==> config.mk <==
export PLATFORM = sky130hd
export DESIGN_NAME = antialiased_line_rasterizer
export DESIGN_NICKNAME = d
export VERILOG_FILES = /design/src/alr_pkg.sv /design/src/antialiased_line_rasterizer.sv
export SDC_FILE = /design/constraint.sdc
export NUM_CORES = 1
export LEC_CHECK = 0
export ABC_AREA = 1
export CAP_MARGIN = 20
export CORE_MARGIN = 2
export CORE_UTILIZATION = 35
export DETAILED_ROUTE_END_ITERATION = 7
export DONT_BUFFER_PORTS = 1
export PLACE_DENSITY = 0.46
export SYNTH_ARGS = -nofsm -noshare
export SYNTH_HDL_FRONTEND = slang
export SYNTH_SLANG_ARGS = --single-unit
==> constraint.sdc <==
create_clock -name clk_i -period 10.7 [get_ports clk_i]
set_clock_uncertainty 0.1 [all_clocks]
set_input_delay 2.14 -clock clk_i [delete_from_list [all_inputs] [get_ports clk_i]]
set_output_delay 2.14 -clock clk_i [all_outputs]
set_load 0.05 [all_outputs]
==> src/alr_pkg.sv <==
// alr_pkg: shared types and constants of the antialiased line rasterizer.
// Used by antialiased_line_rasterizer and alr_checker; no dependencies.
package alr_pkg;

  // Fixed-point format and coordinate width
  localparam int unsigned FRAC_BITS  = 7;
  localparam int unsigned COORD_BITS = 9;
  localparam int unsigned PIX_W      = COORD_BITS + 1;
  localparam int unsigned ACC_W      = COORD_BITS + FRAC_BITS;
  localparam int unsigned SLOPE_W    = FRAC_BITS + 2;
  localparam int unsigned QUOT_W     = FRAC_BITS + 1;
  localparam int unsigned DIV_CNT_W  = $clog2(FRAC_BITS + 1);
  localparam int unsigned COV_W      = 8;

  localparam logic [COV_W-1:0] FULL_BRIGHT = 8'd255;

  // Item kinds
  localparam logic KIND_START = 1'b0;
  localparam logic KIND_STEP  = 1'b1;

  typedef enum logic [2:0] {
    S_IDLE,
    S_SWAP,
    S_ORDER,
    S_DIV,
    S_EMIT_LO,
    S_EMIT_HI
  } state_e;

  typedef struct packed {
    logic                  kind;
    logic [COORD_BITS-1:0] start_x;
    logic [COORD_BITS-1:0] start_y;
    logic [COORD_BITS-1:0] end_x;
    logic [COORD_BITS-1:0] end_y;
  } in_t;

  typedef struct packed {
    logic [PIX_W-1:0] pixel_x;
    logic [PIX_W-1:0] pixel_y;
    logic [COV_W-1:0] coverage;
    logic             last;
    logic             line_done;
  } out_t;

endpackage

==> src/antialiased_line_rasterizer.sv <==
// antialiased_line_rasterizer: antialiased line stepper with a bit-serial
// slope divider and a one-entry output register. Uses alr_pkg.
// Start item: accepted in S_IDLE, then setup in S_SWAP and S_ORDER and a bit-serial
//   slope divide in S_DIV on the shared subtractor (no divide for a point line); no pixels.
// Step item: a registered pixel from S_EMIT_LO and one from S_EMIT_HI (S_EMIT_LO only for
//   a point line, none while no line is active); stalls follow out_ready_i.
// rst_ni (async, active low) clears the sequencer, the active/steep/point flags and out_valid_o.
module antialiased_line_rasterizer (
  input  logic          clk_i,
  input  logic          rst_ni,
  input  logic          in_valid_i,
  output logic          in_ready_o,
  input  alr_pkg::in_t  in_data_i,
  output logic          out_valid_o,
  input  logic          out_ready_i,
  output alr_pkg::out_t out_data_o
);

  localparam int unsigned CB = alr_pkg::COORD_BITS;
  localparam int unsigned FB = alr_pkg::FRAC_BITS;
  localparam logic [alr_pkg::DIV_CNT_W-1:0] DIV_LAST = alr_pkg::DIV_CNT_W'(FB);

  // Map a major/minor pixel back to screen axes
  function automatic alr_pkg::out_t make_pixel(
    input logic [alr_pkg::PIX_W-1:0] major,
    input logic [alr_pkg::PIX_W-1:0] minor,
    input logic [alr_pkg::COV_W-1:0] cov,
    input logic                      lastp,
    input logic                      done,
    input logic                      steep
  );
    alr_pkg::out_t p;
    p.pixel_x   = steep ? minor : major;
    p.pixel_y   = steep ? major : minor;
    p.coverage  = cov;
    p.last      = lastp;
    p.line_done = done;
    return p;
  endfunction

  // 255*w >> FRAC_BITS, done as (w<<8) - w
  function automatic logic [alr_pkg::COV_W-1:0] scale_cov(input logic [FB:0] w);
    logic [FB+alr_pkg::COV_W:0] prod;
    prod = ({w, {alr_pkg::COV_W{1'b0}}}) - (FB + alr_pkg::COV_W + 1)'(w);
    return prod[FB+alr_pkg::COV_W-1:FB];
  endfunction

  alr_pkg::state_e state_q, state_d;

  logic active_q, active_d;
  logic steep_q, steep_d;
  logic point_q, point_d;
  logic neg_q, neg_d;
  logic [CB-1:0] p0x_q, p0x_d, p0y_q, p0y_d, p1x_q, p1x_d, p1y_q, p1y_d;
  logic [CB-1:0] column_q, column_d, last_col_q, last_col_d;
  logic [alr_pkg::ACC_W-1:0]     accum_q, accum_d;
  logic [alr_pkg::SLOPE_W-1:0]   slope_q, slope_d;
  logic [CB:0]                   rem_q, rem_d;
  logic [CB-1:0]                 den_q, den_d;
  logic [alr_pkg::QUOT_W-1:0]    quot_q, quot_d;
  logic [alr_pkg::DIV_CNT_W-1:0] cnt_q, cnt_d;

  logic          out_valid_q, out_valid_d;
  alr_pkg::out_t out_q, out_d;

  // Combinational helpers
  logic                       in_fire, out_free;
  logic [CB-1:0]              adx, ady, dx, dy_abs;
  logic                       ge;
  logic [CB:0]                rem_sub;
  logic [CB-1:0]              rem_sel;
  logic [alr_pkg::QUOT_W-1:0] quot_new;
  logic [alr_pkg::SLOPE_W-1:0] quot_ext;
  logic [CB-1:0]              row;
  logic [FB-1:0]              frac;
  logic                       col_done;

  assign in_ready_o  = (state_q == alr_pkg::S_IDLE);
  assign in_fire     = in_valid_i & in_ready_o;
  assign out_free    = ~out_valid_q | out_ready_i;
  assign out_valid_o = out_valid_q;
  assign out_data_o  = out_q;

  // Endpoint distances for the steep test and the ordered deltas
  assign adx    = (p1x_q > p0x_q) ? (p1x_q - p0x_q) : (p0x_q - p1x_q);
  assign ady    = (p1y_q > p0y_q) ? (p1y_q - p0y_q) : (p0y_q - p1y_q);
  assign dx     = adx;
  assign dy_abs = ady;

  // Shared subtractor of the restoring divider
  assign rem_sub  = rem_q - {1'b0, den_q};
  assign ge       = (rem_q >= {1'b0, den_q});
  assign rem_sel  = ge ? rem_sub[CB-1:0] : rem_q[CB-1:0];
  assign quot_new = {quot_q[alr_pkg::QUOT_W-2:0], ge};
  assign quot_ext = {1'b0, quot_new};

  // Current column view
  assign row      = accum_q[alr_pkg::ACC_W-1:FB];
  assign frac     = accum_q[FB-1:0];
  assign col_done = (column_q == last_col_q);

  // Sequencer: next state and datapath control
  always_comb begin
    state_d     = state_q;
    active_d    = active_q;
    steep_d     = steep_q;
    point_d     = point_q;
    neg_d       = neg_q;
    p0x_d       = p0x_q;
    p0y_d       = p0y_q;
    p1x_d       = p1x_q;
    p1y_d       = p1y_q;
    column_d    = column_q;
    last_col_d  = last_col_q;
    accum_d     = accum_q;
    slope_d     = slope_q;
    rem_d       = rem_q;
    den_d       = den_q;
    quot_d      = quot_q;
    cnt_d       = cnt_q;
    out_valid_d = out_valid_q & ~out_ready_i;
    out_d       = out_q;

    case (state_q)
      alr_pkg::S_IDLE: begin
        if (in_fire) begin
          if (in_data_i.kind == alr_pkg::KIND_START) begin
            p0x_d   = in_data_i.start_x;
            p0y_d   = in_data_i.start_y;
            p1x_d   = in_data_i.end_x;
            p1y_d   = in_data_i.end_y;
            state_d = alr_pkg::S_SWAP;
          end else if (active_q) begin
            state_d = alr_pkg::S_EMIT_LO;
          end
        end
      end
      alr_pkg::S_SWAP: begin
        // steep lines run along y
        steep_d = (ady > adx);
        if (ady > adx) begin
          p0x_d = p0y_q;
          p0y_d = p0x_q;
          p1x_d = p1y_q;
          p1y_d = p1x_q;
        end
        state_d = alr_pkg::S_ORDER;
      end
      alr_pkg::S_ORDER: begin
        // order by major axis and load the divider
        if (p0x_q > p1x_q) begin
          column_d   = p1x_q;
          last_col_d = p0x_q;
          accum_d    = {p1y_q, {FB{1'b0}}};
          neg_d      = (p0y_q < p1y_q);
        end else begin
          column_d   = p0x_q;
          last_col_d = p1x_q;
          accum_d    = {p0y_q, {FB{1'b0}}};
          neg_d      = (p1y_q < p0y_q);
        end
        den_d  = dx;
        rem_d  = {1'b0, dy_abs};
        quot_d = '0;
        cnt_d  = '0;
        if (dx == '0) begin
          point_d  = 1'b1;
          slope_d  = '0;
          active_d = 1'b1;
          state_d  = alr_pkg::S_IDLE;
        end else begin
          point_d = 1'b0;
          state_d = alr_pkg::S_DIV;
        end
      end
      alr_pkg::S_DIV: begin
        // one quotient bit per cycle
        rem_d  = {rem_sel, 1'b0};
        quot_d = quot_new;
        cnt_d  = cnt_q + 1'b1;
        if (cnt_q == DIV_LAST) begin
          slope_d  = neg_q ? (~quot_ext + alr_pkg::SLOPE_W'(1)) : quot_ext;
          active_d = 1'b1;
          state_d  = alr_pkg::S_IDLE;
        end
      end
      alr_pkg::S_EMIT_LO: begin
        if (out_free) begin
          out_valid_d = 1'b1;
          if (point_q) begin
            out_d    = make_pixel({1'b0, column_q}, {1'b0, row}, alr_pkg::FULL_BRIGHT,
                                  1'b1, 1'b1, steep_q);
            active_d = 1'b0;
            state_d  = alr_pkg::S_IDLE;
          end else begin
            out_d   = make_pixel({1'b0, column_q}, {1'b0, row},
                                 scale_cov((FB + 1)'(1 << FB) - {1'b0, frac}),
                                 1'b0, 1'b0, steep_q);
            state_d = alr_pkg::S_EMIT_HI;
          end
        end
      end
      alr_pkg::S_EMIT_HI: begin
        if (out_free) begin
          out_valid_d = 1'b1;
          out_d   = make_pixel({1'b0, column_q}, {1'b0, row} + alr_pkg::PIX_W'(1),
                               scale_cov({1'b0, frac}), 1'b1, col_done, steep_q);
          accum_d = accum_q + {{(alr_pkg::ACC_W - alr_pkg::SLOPE_W){slope_q[alr_pkg::SLOPE_W-1]}},
                               slope_q};
          if (col_done) begin
            active_d = 1'b0;
          end else begin
            column_d = column_q + 1'b1;
          end
          state_d = alr_pkg::S_IDLE;
        end
      end
      default: begin
        state_d = alr_pkg::S_IDLE;
      end
    endcase
  end

  // Control registers
  always_ff @(posedge clk_i or negedge rst_ni) begin
    if (!rst_ni) begin
      state_q     <= alr_pkg::S_IDLE;
      active_q    <= 1'b0;
      steep_q     <= 1'b0;
      point_q     <= 1'b0;
      out_valid_q <= 1'b0;
      cnt_q       <= '0;
    end else begin
      state_q     <= state_d;
      active_q    <= active_d;
      steep_q     <= steep_d;
      point_q     <= point_d;
      out_valid_q <= out_valid_d;
      cnt_q       <= cnt_d;
    end
  end

  // Datapath registers
  always_ff @(posedge clk_i) begin
    neg_q      <= neg_d;
    p0x_q      <= p0x_d;
    p0y_q      <= p0y_d;
    p1x_q      <= p1x_d;
    p1y_q      <= p1y_d;
    column_q   <= column_d;
    last_col_q <= last_col_d;
    accum_q    <= accum_d;
    slope_q    <= slope_d;
    rem_q      <= rem_d;
    den_q      <= den_d;
    quot_q     <= quot_d;
    out_q      <= out_d;
  end

endmodule

# Word level (Yosys, flattened, before mapping)
# Index checks and enable logic that the tools add are counted.
# totals
regBits	146
input_bits	41
output_inout_bits	32
elab_cells	144
# op_classes
n_addsub	13
order_cmp	7
n_eq_ne	18
muxes	62
bitwise_logic	6
n_reduce_logical	15
# op_table
cell	count
$mux 9	24
$pmux 9 s2	6
$mux 30	2
$pmux 30 s2	1
$sub 9x9->9	5
$gt 9x9->1	4
$mux 16	2
$pmux 16 s2	1
$mux 10	3
$mux 3	7
$pmux 10 s2	1
$add 9x1->9 const B	2
$lt 9x9->1	2
$ne 2x2->1 const B	9
$pmux 3 s6	1
$add 16x16->16	1
$sub 15x7->15	1
$sub 15x8->15	1
$pmux 7 s2	1
$add 9x1->10 const B	1
$ge 10x9->1	1
$mux 1	10
$eq 3x3->1 const B	3
$eq 9x9->1	1
23 further kinds	31

# Longest topological paths before layout
# depth
depth_word	6
mapped_depth	22
depth_no_buf	21

# Worst setup path before layout
# Ideal clock, no wire load.
# synth_path
kind	register to register
from	reg p0y_q[3]
to	reg p0x_q[0], enable pin
setup_time_ns	0.441
arrival_ns	4.366
setup_slack_ns	5.793
path_stages_with_launch	20
synth_period_minus_slack_ns	4.907
path_cell_list	edfxtp_1 > inv_1 > ha_1 > nand2_1 > nor2_1 > nand3_1 > nand3_1 > nand2_2 > o21ai_0 > xor2_1 > inv_1 > ha_1 > inv_1 > o31ai_1 > a21oi_1 > nand2_1 > nand2_1 > nand2_1 > nand2_1 > a21oi_1
# synth_via
elab_chain_len	5
# synth_rtl
item	line_no	source
from (decl)	antialiased_line_rasterizer.sv:54	logic [CB-1:0] p0x_q, p0x_d, p0y_q, p0y_d, p1x_q, p1x_d, p1y_q, p1y_d;
from (signal assigned)	antialiased_line_rasterizer.sv:247	p0y_q <= p0y_d;
$sub 9x9->9 or $gt 9x9->1 (tied branches)	antialiased_line_rasterizer.sv:86	assign ady = (p1y_q > p0y_q) ? (p1y_q - p0y_q) : (p0y_q - p1y_q);
$mux 9 *	antialiased_line_rasterizer.sv:86	
$gt 9x9->1 *	antialiased_line_rasterizer.sv:141	if (ady > adx) begin
$ne 2x2->1 (no source line) *	-	
$reduce_and 4->1 (no source line) *	-	
to (signal assigned)	antialiased_line_rasterizer.sv:246	p0x_q <= p0x_d;
to (decl)	antialiased_line_rasterizer.sv:54	
# Every way passes the cells marked *; elsewhere a longest branch is shown, timed or not.
# A chain may end at the register's enable or synchronous reset.

# Final worst setup path
# layout_path
from	reg p0y_q[1]
to	reg p1y_q[3], enable pin
# layout_via
elab_chain_len	5
# layout_rtl
item	line_no	source
$sub 9x9->9 or $gt 9x9->1 (tied branches)	antialiased_line_rasterizer.sv:86	
$mux 9 *	antialiased_line_rasterizer.sv:86	
$gt 9x9->1 *	antialiased_line_rasterizer.sv:141	
$ne 2x2->1 (no source line) *	-	
$reduce_and 4->1 (no source line) *	-	
to (signal assigned)	antialiased_line_rasterizer.sv:249	p1y_q <= p1y_d;
to (decl)	antialiased_line_rasterizer.sv:54	
# Marks and branches as above.

==> reports/results.txt <==
Status: finished clean
# H-tree levels: 4
Num ports: 73
Critical path class: reg -> reg
Area occupied by multi-input gates: 0.00509 sq mm
Worst r2r path cells: 20
Largest family of logic cells by synthesized area: simple AND/OR/NAND/NOR gates
Fin crit share: 0.390
Setup Buffers After CTS: 0
Most common flop cell mapped by yosys: edfxtp_1
Syn-to-layout area delta: 9.96%
Post-Syn Instances: 1,232
Post-Synth Simple-Gate Area: 0.198
CP arrival: 4.14 ns
Vias in the first global route: 8,065
Worst skew pair latency: 0.43 ns
CTS Root Cell: clkbuf_16
CP most frequent cell: nand2_1
DP Area: 0.0106 sq mm
Post-synth EDFFs: 136
Synth Area in Compound Gates: 0.156
Post-DR vias/cell: 5.04
Initial antenna violation count: 0
Synth Area in Adders: 0.102
Fin. Hold Viols: 0
Rows: 62
Endpoint type of the worst setup path: flip-flop
Max Clk Rate: 240 MHz
TritonCTS clock tree: yes
Worst Hold Class: reg -> reg
Mapped Area: 0.0102 sq mm
Met2 Routed Length: 12.6 mm
Seq/Total Area, Yosys: 0.424
Largest net degree at the start of global routing: 76
Hold buffers post-CTS: 0
RSZ-0062 raised after global routing: false
Die height: 175 um
Initial Util: 0.356
Num CTS Buffers: 17
Gr ovfl total: 0
Yosys reg bits: 146
Register area: 0.00433 sq mm
Synth Net Count: 1,353
Max Transition Viols Final: 0
WP data required: 10.66 ns
Mux contribution to synthesized area: 0.00490
Ys async rst share: 0.0685
Average wire per standard cell: 16.8 um
Layout cells sized above 1: 0.0725
Fin Hold WS: 0.383 ns
Die area: 0.0306 sq mm
CP max FO: 36
# fillers: 2,977
Final setup vio count: 0
Netlist cell types: 55
Startpoint Class: flip-flop
Metal-1 WL: 13.2 mm
MaxCap Viol Count: 0
Syn Area/Cell: 8.30 sq um
Setup_tns: 0 ns
YS warnings: 0
Drt pass-1 iters: 5
Uppermost routed layer: met4
Clock buffer depth: 2
Gpl congestion: 0.929
Slew headroom: 0.371
Least-Margin Pin Slew: 0.943 ns
Most common cell after layout, fill and taps aside: nand2_1
Post-synth top area share: 0.400
Routed wl met3: 1.19 mm
Crit path time final: 4.17 ns
Final WL: 27.4 mm
DIE WIDTH: 175 um
CTS clk-pin slew, worst paths: 0.06 ns
DR vias: 8,183
Synth top area cells: edfxtp_1 (40%), nand2_1 (9.3%), ha_1 (9.1%)
First-pass GRT wire length: 43.2 mm
Clock Sinks: 146
XOR/XNOR share of the synthesized area: 0.0351
Post-CTS sizing: 0
Post-route cell area: 0.0112 sq mm
Max incr delay on CP: 0.49 ns
Drt drc: 0
Hpwl dp: 21.2 mm
Largest area contributor in the netlist: edfxtp_1
ANT nets after route: 0
I/O Buffers: 0
Number of DRC markers in iteration 0: 556
Core area: 0.0287 sq mm
WHS Path Cells: 1
Tot GR Track Use: 0.184
Most frequent cells in the layout: nand2_1 (252), inv_1 (169), edfxtp_1 (136)
Nets: 1,349
Ant diodes: 0
CP Cell Sequence: inv_1, ha_1, nand2_1, nor2_1, nand3_1, nand3_1, nand2_2, o21ai_0, xor2_1, inv_1, ha_1, inv_1, o31ai_1, a21oi_1, nand2_1, nand2_1, nand2_1, nand2_1, a21oi_4, buf_4
Max stage delay cell, worst path: edfxtp_1
metal layers:
metal / track usage / up-vias
li1: - / 4167
met1: 0.255 / 3795
met2: 0.298 / 193
met3: 0.0283 / 28
met4: 0.0517 / 0
met5: 0 / -
Yosys cell counts, drive strengths merged, types with 4 or more instances:
master	instances
edfxtp	136
a22oi	5
o21a	4
inv	179
o211ai	11
nor3	26
o21ai	139
fa	6
xnor2	12
clkbuf	26
a31oi	6
dfrtp	10
a21o	5
nor2	88
buf	7
a211oi	6
mux2i	5
a21oi	91
ha	74
nand3	58
xor2	29
nand2	274
o221ai	4
nand4	9
o22ai	5
cells by family after synthesis:
family                     count (synthesis)
and+or+nand+nor                          461
AOI/OAI and AO/OA                        286
buffers and inverters                    213
DFF                                      146
adders and majority gates                 80
xor gates and xnor gates                  41
muxes                                      5
flip-flops by register name, summed over array words and instances (netlist names), 3 cells and up:
name        count
den_q           9
p0x_q           9
cnt_q           3
out_data_o     30
last_col_q      9
slope_q         9
accum_q        16
rem_q          10
p1y_q           9
p1x_q           9
p0y_q           9
state_q         3
column_q        9
quot_q          7
final timing paths:
check                              start  slack [ns]        to
worst max register to register  p0y_q[1]        6.53  p1y_q[3]
worst min register to register  cnt_q[0]        0.38  cnt_q[0]
worst max-delay path            p0y_q[1]        6.53  p1y_q[3]
worst min-delay path            cnt_q[0]        0.38  cnt_q[0]
min in group asynchronous         rst_ni        1.30  cnt_q[0]
max in group asynchronous         rst_ni        9.12   steep_q
area by class of cell:
cell class,instances,area share
flip-flops and latches,146,0.386
inverters,180,0.0601
multi-input cells,873,0.453
clock inverters,11,0.0122
clock buffers,21,0.0401
well taps,384,0.0427
repair buffers,10,0.00668
worst max-delay path: cells and delay by family, from the launching register on:
kind	cells	cell delay, ns
and+or+nand+nor	9	0.92
xor gates and xnor gates	1	0.21
buffers and inverters	4	0.72
AOI/OAI and AO/OA	4	0.72
DFF	1	0.49
adders and majority gates	2	0.62
stage by stage:
step / cells / utilization / setup WS (ns)
after global routing: 1625 / 0.392 / 6.17
final: 1625 / 0.392 / 6.53
after CTS: 1624 / 0.391 / 6.54
after detailed placement: 1592 / 0.371 / 6.56
after floorplan: 1232 / - / 5.79
after global placement: 1592 / 0.371 / 6.56
Power is not shown: default switching activity piles up to over one toggle a cycle in this logic, so the estimate is an artifact.
